[src/sv/bwspt_pkg.sv]
// Shared types, codes and wait-table helpers for the bus wait-state and prefetch timer.
package bwspt_pkg;

    localparam int unsigned CFG_INDEX_W = 2;
    localparam int unsigned CFG_DATA_W  = 15;

    localparam logic [CFG_INDEX_W-1:0] REG_WAIT_CONTROL = 2'd0;
    localparam logic [CFG_INDEX_W-1:0] REG_EWRAM_WAIT   = 2'd1;

    localparam int unsigned PF_EN_BIT = 14;
    localparam logic [3:0]  EWRAM_KEEP_DEFAULT = 4'd15;
    localparam logic [4:0]  EWRAM_DEFAULT_WAIT = 5'd2;
    localparam logic [3:0]  EWRAM_RESET_FIELD  = 4'd13;

    localparam logic [3:0] REGION_WRAM_EXT = 4'd2;
    localparam logic [3:0] REGION_PAL_RAM  = 4'd5;
    localparam logic [3:0] REGION_VID_RAM  = 4'd6;
    localparam logic [3:0] REGION_ROM_LO   = 4'd8;
    localparam logic [3:0] REGION_ROM_HI   = 4'd13;
    localparam logic [3:0] REGION_BACKUP   = 4'd14;

    localparam logic [4:0] FIRST_WAIT [4] = '{5'd4, 5'd3, 5'd2, 5'd8};
    localparam logic [4:0] SEQ_WAIT   [6] = '{5'd2, 5'd1, 5'd4, 5'd1, 5'd8, 5'd1};

    localparam logic [2:0] PF_NONE     = 3'd0;
    localparam logic [2:0] PF_MISS     = 3'd1;
    localparam logic [2:0] PF_SEQ_MISS = 3'd2;
    localparam logic [2:0] PF_FULL_HIT = 3'd3;
    localparam logic [2:0] PF_PART_HIT = 3'd4;

    typedef struct packed {
        logic [31:0] address;
        logic        func;
        logic [1:0]  size;
    } access_t;

    typedef struct packed {
        logic [4:0] wait_cycles;
        logic [2:0] prefetch_outcome;
        logic [3:0] prefetch_level;
    } result_t;

    function automatic logic is_rom(input logic [3:0] region);
        return (region >= REGION_ROM_LO) && (region <= REGION_ROM_HI);
    endfunction

    // 16-bit access wait for a region; seq selects the ROM sequential timing
    function automatic logic [4:0] wait16(input logic [14:0] wc, input logic [3:0] ew,
                                          input logic [3:0] region, input logic seq);
        logic [1:0] fsel;
        logic       sbit;
        logic [4:0] w;
        unique case (region[2:1])
            2'b00:   begin fsel = wc[3:2]; sbit = wc[4];  end
            2'b01:   begin fsel = wc[6:5]; sbit = wc[7];  end
            default: begin fsel = wc[9:8]; sbit = wc[10]; end
        endcase
        priority if (region == REGION_WRAM_EXT) begin
            w = (ew == EWRAM_KEEP_DEFAULT) ? EWRAM_DEFAULT_WAIT : 5'd15 - {1'b0, ew};
        end else if (region >= REGION_BACKUP) begin
            w = FIRST_WAIT[wc[1:0]];
        end else if (is_rom(region)) begin
            w = seq ? SEQ_WAIT[{region[2:1], sbit}] : FIRST_WAIT[fsel];
        end else begin
            w = 5'd0;
        end
        return w;
    endfunction

    // 32-bit access wait: two bus halves
    function automatic logic [4:0] wait32(input logic [14:0] wc, input logic [3:0] ew,
                                          input logic [3:0] region, input logic seq);
        logic [4:0] f;
        logic [4:0] s;
        logic [4:0] w;
        f = wait16(wc, ew, region, 1'b0);
        s = wait16(wc, ew, region, 1'b1);
        priority if (region == REGION_WRAM_EXT || region >= REGION_BACKUP) begin
            w = 5'((f << 1) + 5'd1);
        end else if (region == REGION_PAL_RAM || region == REGION_VID_RAM) begin
            w = 5'd1;
        end else if (is_rom(region)) begin
            w = seq ? 5'((s << 1) + 5'd1) : 5'(f + 5'd1 + s);
        end else begin
            w = 5'd0;
        end
        return w;
    endfunction

endpackage

[src/sv/bus_wait_state_prefetch_timer.sv]
// Top level: bus access wait-state timer with a Game Pak style prefetch buffer.
// Steps: accept, evaluate, then for data accesses to regions 0 to 7 that may fill
// the buffer a fill loop that ends with one closing check, then the result. The
// fill loop adds one halfword per cycle through a single subtract and compare.
// One request at a time; reset empties the buffer, sets wait control to 0 and EWRAM field 13.
module bus_wait_state_prefetch_timer
    import bwspt_pkg::*;
#(
    parameter int unsigned BUFFER_DEPTH = 8
)(
    input  logic                   clk,
    input  logic                   rst_n,
    input  logic                   acc_valid,
    output logic                   acc_stall,
    input  access_t                acc,
    output logic                   res_valid,
    input  logic                   res_stall,
    output result_t                res,
    input  logic                   cfg_valid,
    output logic                   cfg_ready,
    input  logic [CFG_INDEX_W-1:0] cfg_index,
    input  logic [CFG_DATA_W-1:0]  cfg_data
);

    // at least two bits so that a word's need of two halfwords fits
    localparam int unsigned CW = (BUFFER_DEPTH < 2) ? 2 : $clog2(BUFFER_DEPTH + 1);

    typedef enum logic [3:0] {
        ST_IDLE = 4'b0001,
        ST_CALC = 4'b0010,
        ST_FILL = 4'b0100,
        ST_OUT  = 4'b1000
    } state_t;

    state_t       state_reg, state_next;
    logic [14:0]  wc_reg, wc_next;
    logic [3:0]   ew_reg, ew_next;
    logic [CW-1:0] cnt_reg, cnt_next;
    logic [31:0]  head_reg, head_next;
    logic [31:0]  prev_addr_reg, prev_addr_next;
    logic [3:0]   prev_region_reg, prev_region_next;

    logic [31:0]  addr_reg, addr_next;
    logic         func_reg, func_next;
    logic         word_reg, word_next;
    logic [5:0]   avail_reg, avail_next;
    logic [3:0]   cost_reg, cost_next;
    logic [4:0]   wait_reg, wait_next;
    logic [2:0]   outcome_reg, outcome_next;

    logic [3:0]   region;
    logic [31:0]  aligned;
    logic [31:0]  step;
    logic [4:0]   wait_ns;
    logic [4:0]   wait_seq;
    logic         pf_on;
    logic         head_match;
    logic [CW-1:0] need;

    assign region     = addr_reg[27:24];
    assign aligned    = word_reg ? {addr_reg[31:2], 2'b00} : {addr_reg[31:1], 1'b0};
    assign step       = word_reg ? 32'd4 : 32'd2;
    assign pf_on      = wc_reg[PF_EN_BIT];
    assign wait_ns    = word_reg ? wait32(wc_reg, ew_reg, region, 1'b0)
                                 : wait16(wc_reg, ew_reg, region, 1'b0);
    assign wait_seq   = word_reg ? wait32(wc_reg, ew_reg, region, 1'b1)
                                 : wait16(wc_reg, ew_reg, region, 1'b1);
    assign head_match = pf_on && (aligned == head_reg);
    assign need       = word_reg ? CW'(2) : CW'(1);

    assign acc_stall = (state_reg != ST_IDLE);
    assign res_valid = (state_reg == ST_OUT);
    // take register writes only between requests
    assign cfg_ready = (state_reg == ST_IDLE);

    assign res = '{wait_cycles: wait_reg, prefetch_outcome: outcome_reg,
                   prefetch_level: 4'(cnt_reg)};

    always_comb
    begin
        state_next       = state_reg;
        wc_next          = wc_reg;
        ew_next          = ew_reg;
        cnt_next         = cnt_reg;
        head_next        = head_reg;
        prev_addr_next   = prev_addr_reg;
        prev_region_next = prev_region_reg;
        addr_next        = addr_reg;
        func_next        = func_reg;
        word_next        = word_reg;
        avail_next       = avail_reg;
        cost_next        = cost_reg;
        wait_next        = wait_reg;
        outcome_next     = outcome_reg;

        unique case (state_reg)
            ST_IDLE:
            begin
                if (acc_valid)
                begin
                    addr_next  = acc.address;
                    func_next  = acc.func;
                    word_next  = acc.size[1];
                    state_next = ST_CALC;
                end
            end
            ST_CALC:
            begin
                wait_next    = wait_ns;
                outcome_next = PF_NONE;
                state_next   = ST_OUT;
                if (!func_reg)
                begin
                    if (!region[3])
                    begin
                        // free bus cycles may refill the buffer from the last ROM region
                        if (pf_on && is_rom(prev_region_reg))
                        begin
                            avail_next = 6'(wait_ns) + 6'd1;
                            cost_next  = 4'(wait16(wc_reg, ew_reg, prev_region_reg, 1'b1)) + 4'd1;
                            state_next = ST_FILL;
                        end
                    end
                    else
                    begin
                        cnt_next = '0;
                    end
                end
                else
                begin
                    if (is_rom(region))
                    begin
                        priority if (head_match && cnt_reg >= need)
                        begin
                            wait_next    = 5'd0;
                            head_next    = aligned + step;
                            cnt_next     = cnt_reg - need;
                            outcome_next = PF_FULL_HIT;
                        end
                        else if (word_reg && head_match && cnt_reg != '0)
                        begin
                            wait_next    = wait16(wc_reg, ew_reg, region, 1'b1);
                            head_next    = aligned + 32'd4;
                            cnt_next     = '0;
                            outcome_next = PF_PART_HIT;
                        end
                        else
                        begin
                            if (aligned == prev_addr_reg + step)
                            begin
                                wait_next    = wait_seq;
                                outcome_next = PF_SEQ_MISS;
                            end
                            else
                            begin
                                outcome_next = PF_MISS;
                            end
                            cnt_next  = '0;
                            head_next = aligned + step;
                        end
                    end
                    prev_region_next = region;
                    prev_addr_next   = aligned;
                end
            end
            ST_FILL:
            begin
                // one halfword per cycle while cycles and room remain
                if (avail_reg >= {2'b00, cost_reg} && cnt_reg < CW'(BUFFER_DEPTH))
                begin
                    avail_next = avail_reg - {2'b00, cost_reg};
                    cnt_next   = cnt_reg + CW'(1);
                end
                else
                begin
                    state_next = ST_OUT;
                end
            end
            ST_OUT:
            begin
                if (!res_stall)
                begin
                    state_next = ST_IDLE;
                end
            end
            default:
            begin
                state_next = ST_IDLE;
            end
        endcase

        if (cfg_valid && cfg_ready)
        begin
            if (cfg_index == REG_WAIT_CONTROL)
            begin
                wc_next = cfg_data;
                if (!cfg_data[PF_EN_BIT])
                begin
                    cnt_next = '0;
                end
            end
            else if (cfg_index == REG_EWRAM_WAIT)
            begin
                ew_next = cfg_data[3:0];
            end
        end
    end

    always_ff @(posedge clk or negedge rst_n)
    begin
        if (!rst_n)
        begin
            state_reg       <= ST_IDLE;
            wc_reg          <= '0;
            ew_reg          <= EWRAM_RESET_FIELD;
            cnt_reg         <= '0;
            head_reg        <= '0;
            prev_addr_reg   <= '1;
            prev_region_reg <= '0;
        end
        else
        begin
            state_reg       <= state_next;
            wc_reg          <= wc_next;
            ew_reg          <= ew_next;
            cnt_reg         <= cnt_next;
            head_reg        <= head_next;
            prev_addr_reg   <= prev_addr_next;
            prev_region_reg <= prev_region_next;
        end
    end

    always_ff @(posedge clk)
    begin
        addr_reg    <= addr_next;
        func_reg    <= func_next;
        word_reg    <= word_next;
        avail_reg   <= avail_next;
        cost_reg    <= cost_next;
        wait_reg    <= wait_next;
        outcome_reg <= outcome_next;
    end

    a_busy_while_result: assert property (@(posedge clk) disable iff (!rst_n)
        res_valid |-> acc_stall)
        else $error("request accepted while a result is pending");

    a_level_bound: assert property (@(posedge clk) disable iff (!rst_n)
        cnt_reg <= CW'(BUFFER_DEPTH))
        else $error("prefetch buffer count above depth");

    a_data_no_outcome: assert property (@(posedge clk) disable iff (!rst_n)
        (res_valid && !func_reg) |-> (res.prefetch_outcome == PF_NONE))
        else $error("data access reports a prefetch outcome");

    a_result_after_eval: assert property (@(posedge clk) disable iff (!rst_n)
        $rose(res_valid) |-> ($past(state_reg) == ST_CALC || $past(state_reg) == ST_FILL))
        else $error("result raised without evaluation");

    a_fill_grows: assert property (@(posedge clk) disable iff (!rst_n)
        (state_reg == ST_FILL && state_next == ST_FILL) |=> (cnt_reg == $past(cnt_reg) + CW'(1)))
        else $error("fill step did not add a halfword");

endmodule
[config.mk]
export PLATFORM = sky130hd
export DESIGN_NAME = bus_wait_state_prefetch_timer
export DESIGN_NICKNAME = d
export VERILOG_FILES = /design/src/sv/bwspt_pkg.sv /design/src/sv/bus_wait_state_prefetch_timer.sv
export SDC_FILE = /design/constraint.sdc
export NUM_CORES = 1
export LEC_CHECK = 0
export BUFFER_PORTS_ARGS = -buffer_cell sky130_fd_sc_hd__buf_4
export CORE_MARGIN = 3
export CORE_UTILIZATION = 30
export DETAILED_ROUTE_END_ITERATION = 10
export GPL_TIMING_DRIVEN = 0
export PLACE_DENSITY = 0.46
export SYNTH_ARGS = -nofsm -noshare
export SYNTH_HDL_FRONTEND = slang
export SYNTH_SLANG_ARGS = --single-unit
[constraint.sdc]
create_clock -name clk -period 6.1 [get_ports clk]
set_input_delay 0.915 -clock clk [delete_from_list [all_inputs] [get_ports clk]]
set_output_delay 0.915 -clock clk [all_outputs]
set_load 0.05 [all_outputs]
==> impl_summary.md, run 1 <==
Floorplanning
The initialized floorplan defines 62 standard-cell rows. The die footprint is 32,000 um^2. The core outline area is 29,100 um^2. For this configuration, the core starts out at a cell density of 0.308. The floorplan step set the die height to around 180 um. The die outline width is 179 um.

The number of primary I/O pins is 72.

Yosys
In the post-synthesis netlist, the biggest area contributors are sky130_fd_sc_hd__edfxtp_1, sky130_fd_sc_hd__dfrtp_1, sky130_fd_sc_hd__dfstp_2. The number of nets in the synthesized netlist is 1,052. In the synthesized netlist the dominant register cell turns out to be sky130_fd_sc_hd__dfrtp_1. The portion of the post-synthesis area used by sequential elements is 0.429. Of the total synthesized cell area, the portion taken by full adders, half adders and majority gates is 0.0404. The complex-gate fraction of the synthesized area is 0.120. Of the total synthesized cell area, the portion taken by XOR and XNOR cells is 0.100. The post-synthesis share of cell area spent on and, or, nand and nor gates is 0.220.

After synthesis, the largest family of logic cells by area is simple AND/OR/NAND/NOR gates. The share of synthesized area in the top cell type comes to 0.171. The count of flip-flops with a built-in enable after synthesis is 51. After synthesis, the share of cell area in mux cells is 0.0477.

Averaged over all synthesized cells, the footprint is roughly 9 um^2. The cell count after synthesis is roughly 970. The library cell occupying the most area in the post-synthesis netlist is sky130_fd_sc_hd__edfxtp_1. Yosys printed 0 warnings.

The post-synthesis cell area is between 8000 and 9000 um^2. After synthesis, the most frequently instantiated cells are sky130_fd_sc_hd__nand2_1, sky130_fd_sc_hd__xnor2_1, sky130_fd_sc_hd__dfrtp_1. In the post-synthesis netlist, the cell with the most instances is sky130_fd_sc_hd__nand2_1. Of all flip-flops after synthesis, the portion carrying an async set or reset was 0.641. In this run, synthesis produced a sequential element count of 142. The synthesized netlist contains 78 unique library cells.

Worst setup path
In this run the critical register-to-register path is launched from word_reg$_DFFE_PP_. The capture instance of the worst register-to-register path is wait_reg[2]$_DFFE_PP_. The category of the critical setup timing path is register to register.

The data arrival time at the worst-slack endpoint is approximately 5.4 ns. STA classifies the critical path endpoint as a register. The worst register-to-register path has a setup slack of between 1 and 1.5 ns.

The critical path launch point type is a register. The path depth of the worst reg2reg path is 11. The critical-path maximum fanout is 12. Data on the critical path is required at its endpoint by 6.38 ns.

Power and ir drop
The worst voltage drop across the vdd grid is approximately 150 uV. For this design the ratio of total power to cell area is 459 nW/um^2. In this run the static leakage power is 4.09 nW. The post-layout total power is 4.84 mW.

Hold path
The number of instances on the worst hold path is 2. The path with the worst hold slack has its endpoint at prev_addr_reg[31]$_DFFE_PN1P_. The worst hold path belongs to the class register to register.

The source of the worst hold timing path is prev_addr_reg[31]$_DFFE_PN1P_.

Cells and area
The cell area after layout is 10,600 um^2. The final net count is 1,138. The fraction of the core area covered by cells at the end of the flow is 0.363. The final non-filler cell total is 1,452. The share of cells above drive strength 1 is 0.155. Fill cells in the final layout number a little over 3,000. The layout-stage area growth over the synthesis result is 17.6%. Summing all flip-flop and latch instances after layout gives slightly below 4000 um^2. The register with the most flip-flops in the layout has 32 of them. The total area of multi-input combinational cells is 4750 um^2. The number of antenna diodes in the final layout is 0.

Clocking
The buffer depth of the longest clock path is 2. The total of cells resized after clock tree synthesis is 0. In this run, CTS created clock tree buffers numbering 17. For the worst-skew pair, the clock arrives at the later sink with an insertion delay of 0.43 ns. In this run the clock root is driven by a sky130_fd_sc_hd__clkbuf_16. The buffers inserted during post-CTS setup optimization is 0.

After clock tree synthesis, the clock-pin slew on the worst setup and hold paths is 0.06 ns. TritonCTS built the clock tree. The clock sink count is 142.

The count of hold buffers inserted by post-cts repair is 0. The H-tree depth is 4.

Detailed routing
After detailed routing, the met3 layer carries 1.07 mm of wire. The count of antenna-violating nets left after detailed routing is 0. The wire length after detailed routing is 26.8 mm. In the final routing, the length of wire on met1 measures 13.8 mm. The detail-routed via count per cell is approximately 5. The detailed router placed between 7,000 and 8,000 vias in this run. Dividing the detail-routed wire length by the instance count gives 18.5 um. The met2 routed wirelength is 11.5 mm. The top routing layer in use is met4. For this run, design rule violations remaining after detail routing come to 0. For this run, the detailed router's first-pass iteration total came to 5. After the first detailed-routing iteration, the DRC count stood at 579.

STA
For the final routed database, the setup TNS stands at 0 ns. Dividing the final minimum period by the clock period gives 0.836. The final hold slack is 0.471 ns. Timing would allow up to a little under 200 MHz. The final worst setup slack is 1.00 ns. The final hold violation count is 0. Setup violations remaining at the end of the flow were counted as 0. In this run the tightest slew margin relative to its limit is 0.253. The worst setup skew after layout is 0.0111 ns. For the pin with the worst max-slew slack, the measured transition is 1.11 ns. The number of slew-limit violations in the final report came to 0. Setup repair after global routing left no endpoint under its margin. The final critical path time including I/O delays and setup is about 5.1 ns.

Global routing
Entering global routing, the biggest net connects 92 pins. The first global-routing pass estimated 42.1 mm of wire. The final global-route overflow total is 0. The number of global-route vias before repair was 7,055. The initial antenna violation count is 0. The global router's overall resource usage is 0.173.

Place
Port buffering added 66 buffers. The weighted congestion at the end of routability-driven global placement is 0.853. The post-placement worst setup slack is roughly 1.0 ns. The placed instances occupy a cell area of ~10000 um^2. Detailed placement finished with a half-perimeter wire length of approximately 20 mm. In this run, placement finished with an instance count of 1,420.

Run status
The run finished with clean final reports.

Run
Max-cap violations in this run came to 0.
-- critical path, stage by stage, from the launching register on --
cell and delay, ns:
sky130_fd_sc_hd__edfxtp_1 0.43, sky130_fd_sc_hd__clkbuf_1 0.35, sky130_fd_sc_hd__clkinv_1 0.53, sky130_fd_sc_hd__ha_1 0.41, sky130_fd_sc_hd__a21oi_1 0.68, sky130_fd_sc_hd__nor4_1 0.34
sky130_fd_sc_hd__and3_2 0.32, sky130_fd_sc_hd__nor3_1 0.39, sky130_fd_sc_hd__o2111ai_1 0.37, sky130_fd_sc_hd__o41ai_4 0.64, sky130_fd_sc_hd__mux2_4 0.35, sky130_fd_sc_hd__o22ai_2 0.13
-- logic make-up after synthesis --
group / Yosys count
compound gates: 164
xor+xnor: 101
fa+ha+maj: 26
buf+inv: 98
flops: 142
mux: 39
simple gates: 399
-- area by class of cell --
class | instances | share of cell area
inverter | 40 | 0.0142
clock buffer | 19 | 0.0410
tap | 384 | 0.0455
buffer | 58 | 0.0216
clock inverter | 13 | 0.0133
multi-input combinational | 729 | 0.450
timing repair buffer | 67 | 0.0492
sequential | 142 | 0.365
-- how the worst max path moves through the flow --
stage                                  start                    end  slack [ns]  cells past startpoint
final                     word_reg$_DFFE_PP_  wait_reg[2]$_DFFE_PP_        1.00                     11
after global placement    word_reg$_DFFE_PP_  wait_reg[4]$_DFFE_PP_        0.96                     11
after CTS                 word_reg$_DFFE_PP_  wait_reg[2]$_DFFE_PP_        0.97                     11
after detailed placement  word_reg$_DFFE_PP_  wait_reg[2]$_DFFE_PP_        1.03                     11
after floorplan           word_reg$_DFFE_PP_  wait_reg[2]$_DFFE_PP_        2.32                     10
after global routing      word_reg$_DFFE_PP_  wait_reg[4]$_DFFE_PP_        0.53                     11
-- report_power, final --
part | internal, mW | total [mW] | switching, mW
registers | 1.44 | 1.77 | 0.323
logic | 0.797 | 2.02 | 1.22
clock network | 0.604 | 1.05 | 0.449
total | 2.85 | 4.84 | 1.99
-- per-layer routing --
layer	track usage	up-vias
met5	0	-
met2	0.253	158
met4	0.0451	0
li1	-	3605
met3	0.0286	23
met1	0.264	3594
-- cell usage in the layout (no fill, tap or decap), types with 6 or more instances in the layout --
cell and count:
sky130_fd_sc_hd__inv_1 38, sky130_fd_sc_hd__o211ai_1 6, sky130_fd_sc_hd__a21o_1 10, sky130_fd_sc_hd__o21ai_0 44
sky130_fd_sc_hd__dfrtp_1 55, sky130_fd_sc_hd__nor2_1 41, sky130_fd_sc_hd__dfstp_2 36, sky130_fd_sc_hd__nand2_1 186
sky130_fd_sc_hd__edfxtp_1 51, sky130_fd_sc_hd__ha_1 21, sky130_fd_sc_hd__a211oi_1 11, sky130_fd_sc_hd__o21ai_1 11
sky130_fd_sc_hd__nand3_1 28, sky130_fd_sc_hd__o22ai_1 6, sky130_fd_sc_hd__xnor2_1 76, sky130_fd_sc_hd__a21oi_1 24
sky130_fd_sc_hd__mux2i_1 21, sky130_fd_sc_hd__clkbuf_16 17, sky130_fd_sc_hd__nor3_1 27, sky130_fd_sc_hd__nor2b_1 12
sky130_fd_sc_hd__buf_4 65, sky130_fd_sc_hd__nand2b_1 6, sky130_fd_sc_hd__nor4b_1 7, sky130_fd_sc_hd__clkbuf_1 53
sky130_fd_sc_hd__a31oi_1 10, sky130_fd_sc_hd__and3_1 10, sky130_fd_sc_hd__nor4_1 8, sky130_fd_sc_hd__mux2_2 15
sky130_fd_sc_hd__and2_1 7, sky130_fd_sc_hd__xor2_1 24, sky130_fd_sc_hd__nand4_1 30
Power figures use the tool's default switching activity.
==> run 2: changes to the inputs <==
--- a/config.mk
+++ b/config.mk
@@ -10,7 +10,7 @@
 export CORE_UTILIZATION = 30
 export DETAILED_ROUTE_END_ITERATION = 10
 export GPL_TIMING_DRIVEN = 0
-export PLACE_DENSITY = 0.46
+export PLACE_DENSITY = 0.47
 export SYNTH_ARGS = -nofsm -noshare
 export SYNTH_HDL_FRONTEND = slang
 export SYNTH_SLANG_ARGS = --single-unit
==> constraint.sdc (replaced) <==
create_clock -name clk -period 4.3 [get_ports clk]
set_input_delay 0.645 -clock clk [delete_from_list [all_inputs] [get_ports clk]]
set_output_delay 0.645 -clock clk [all_outputs]
set_load 0.05 [all_outputs]
==> run 2 against run 1 <==
Critical path depth up 1. Largest power group unchanged. Routed wire length up 0.56%. Critical path type unchanged. First-iteration DRC count down 12%.
==> impl_summary.md, run 2 (synthesis gave the netlist of run 1 again) <==
Detailed routing
The total vias in the final route came to 7,400 (+0.27%). The detailed-routing iteration count for the pre-antenna-repair pass is 5 (unchanged). The count of antenna-violating nets left after detailed routing is 0 (unchanged). The detail-routed via count per cell is 5.07 (-0.28%). The post-detailed-route DRC marker count is 0 (unchanged). The wire length after detailed routing is 26.9 mm (+0.56%). The average detailed-routed wire length per instance is 18.5 um (about the same). The number of DRC violations after detailed-routing iteration 0 is 511 (-12%).

Power and ir drop
The net switching power is 2.83 mW (+42%). The power per unit of standard cell area is 644 nW/um^2 (+40%). The part of the total power dissipated in the clock network is 0.211 (-0.007). The sequential share of power was 0.368 (+0.003). The design internal power was 4.01 mW (+41%). The worst voltage drop across the vdd grid is 273 uV (+81%). The static leakage is 4.11 nW (+0.68%). The combinational group share of total power is 0.421 (+0.004). The net switching fraction of the power was 0.414 (+0.00156).

Place
The half-perimeter wire length of the detailed placement result is 19.8 mm (-1.5%). The weighted congestion at the end of routability-driven global placement is 0.875 (+2.5%). The cell area after placement is 9950 um^2 (-0.26%).

The instance count after placement with tap cells included was 1,419 (-0.070%). The number of buffer cells added on primary ports is 66 (unchanged).

Clocking
The buffer depth of the longest clock path is 2 (unchanged). The H-tree depth is 4 (unchanged). The master cell of the clock root buffer is sky130_fd_sc_hd__clkbuf_16.

The CTS buffer count is 17 (unchanged). The clock input transition at the sequential cells of the worst setup and hold paths was 0.07 ns (about the same). The TritonCTS clock tree is yes. The clock sink count is 142 (unchanged). The later-pin clock latency in the skew report is 0.43 ns (about the same).

Hold path
The worst hold path belongs to the class input pin to register. In this run the most critical hold path is launched from acc[31].

Cells and area
The number of diodes is 0 (unchanged). The layout-stage area growth over the synthesis result is 18.4%. The fill cell instance count of the final layout is 2,983 (-1.8%). The total area of multi-input combinational cells was 4780 um^2 (+0.66%).

The number of flip-flops under the largest register name is 32 (unchanged). The final non-filler cell total is 1,460 (+0.55%). The share of cells above drive strength 1 is 0.166 (+0.0109). In the layout the commonest cells are sky130_fd_sc_hd__nand2_1, sky130_fd_sc_hd__xnor2_1, sky130_fd_sc_hd__buf_4. The cell area after layout is 10,600 um^2 (+0.65%). The final net count was 1,146 (+0.70%). The sequential cell area is 3850 um^2 (unchanged). Leaving out fill and tap cells, the most frequent cell in the layout is sky130_fd_sc_hd__nand2_1.

STA
The final critical path time including I/O delays and setup is 4.06 ns (-1.04 ns). The final period utilization is 0.944 (+0.109). The final hold violation count is 0 (unchanged). The actual transition at the worst max-transition pin was 1.26 ns (+0.147 ns).

The highest clock rate came to 246 MHz (+26%). The number of slew-limit violations in the final report is 0 (unchanged). The worst setup skew after layout is 0.0102 ns (-0.000983 ns). The worst slew slack as a fraction of its limit is 0.162 (-0.0910).

The final-layout setup total negative slack is 0 ns (unchanged). Setup repair after global routing could not meet its margin everywhere. The final count of negative-setup-slack endpoints came to 0 (unchanged).

Run
The max-cap check violation count is 0 (unchanged).

Run status
The run finished with clean final reports.

Floorplanning
The core outline area is 29,100 um^2 (unchanged). The placement row count is 62 (unchanged). The die footprint is 32,000 um^2 (unchanged). The number of primary I/O pins is 72 (unchanged). The die outline width is 179 um (unchanged). The die boundary height is 179 um (unchanged).

The initial cell density of the core came to 0.308 (unchanged).

Global routing
The pin count of the biggest net entering global routing is 92 (unchanged). The initial antenna violation count is 0 (unchanged). The final global-route overflow total came to 0 (unchanged). The global router's overall resource usage is 0.172 (-0.00150). The number of global-route vias before repair is 6,871 (-2.6%). The wire length of the first global-routing pass is 41.8 mm (-0.56%).

Worst setup path
The launch point of the critical path is word_reg$_DFFE_PP_. The worst register-to-register path begins at word_reg$_DFFE_PP_. The data required time of the critical path was 4.55 ns (-1.83 ns). The data arrival time at the worst-slack endpoint is 4.31 ns (-1.07 ns). The category of the critical setup timing path is register to register. The critical path launch point type is a register. The endpoint kind of the worst setup timing path is a register. The critical-path maximum fanout is 12 (unchanged).
run 2: path summary, 6_finish.rpt:
check	to	slack (ns)	depth (start not counted)
setup / recovery	wait_reg[4]$_DFFE_PP_	0.24	12
hold / removal	addr_reg[28]$_DFFE_PP_	0.39	1
setup reg to reg	wait_reg[4]$_DFFE_PP_	0.24	12
hold reg to reg	prev_addr_reg[31]$_DFFE_PN1P_	0.47	2
max in group asynchronous	ew_reg[1]$_DFFE_PN0P_	3.01	1
min in group asynchronous	head_reg[15]$_DFFE_PN0P_	0.50	1
run 2: per-stage QoR:
stage	power [mW]	hold WS (ns)	worst slack, ns	utilization
2_1_floorplan	4.47	0.349	0.523	-
3_3_place_gp	5.34	0.457	-0.821	0.342
3_5_place_dp	5.36	0.462	-0.843	0.342
4_1_cts	6.86	0.369	0.153	0.364
5_1_grt	7.32	0.362	-0.0764	0.365
6_report	6.84	0.389	0.239	0.365
run 2: power groups by stage:
stage / registers (mW) / clock network (mW) / logic (mW)
after floorplan: 2.47 / 0 / 2.00
after global placement: 2.53 / 0 / 2.81
after detailed placement: 2.53 / 0 / 2.83
after CTS: 2.51 / 1.48 / 2.87
after global routing: 2.59 / 1.53 / 3.20
final: 2.51 / 1.44 / 2.88
run 2: final cells by class:
| cell class | count | area share |
|---|---|---|
| multi-input combinational | 729 | 0.450 |
| sequential | 142 | 0.363 |
| timing repair buffer | 76 | 0.0537 |
| tap | 384 | 0.0452 |
| clock buffer | 22 | 0.0438 |
| buffer | 57 | 0.0213 |
| inverter | 40 | 0.0146 |
| clock inverter | 10 | 0.00848 |
run 2: worst max-delay path, cell delays in order (launching register included):
cell	delay (ns)
sky130_fd_sc_hd__edfxtp_1	0.48
sky130_fd_sc_hd__clkinv_4	0.18
sky130_fd_sc_hd__ha_1	0.23
sky130_fd_sc_hd__inv_1	0.07
sky130_fd_sc_hd__fa_1	0.47
sky130_fd_sc_hd__nor3b_2	0.45
sky130_fd_sc_hd__nand3_4	0.14
sky130_fd_sc_hd__or4b_1	0.52
sky130_fd_sc_hd__a211o_1	0.39
sky130_fd_sc_hd__nor4_2	0.26
sky130_fd_sc_hd__buf_4	0.16
sky130_fd_sc_hd__mux2_1	0.32
sky130_fd_sc_hd__o22ai_1	0.20
run 2: per-layer routing:
metal,global-route usage,share of wire
met1,0.264,0.51
met3,0.0275,0.045
met2,0.249,0.43
met5,0,0
met4,0.0435,0.014
run 2: what timing repair did:
action,CTS,global route
endpoints found under the hold margin,0,0
hold buffers,0,0
setup buffers,7,3
pin swaps,3,2
setup endpoints to repair,7,13
cloned,0,0
gates resized for setup,6,8
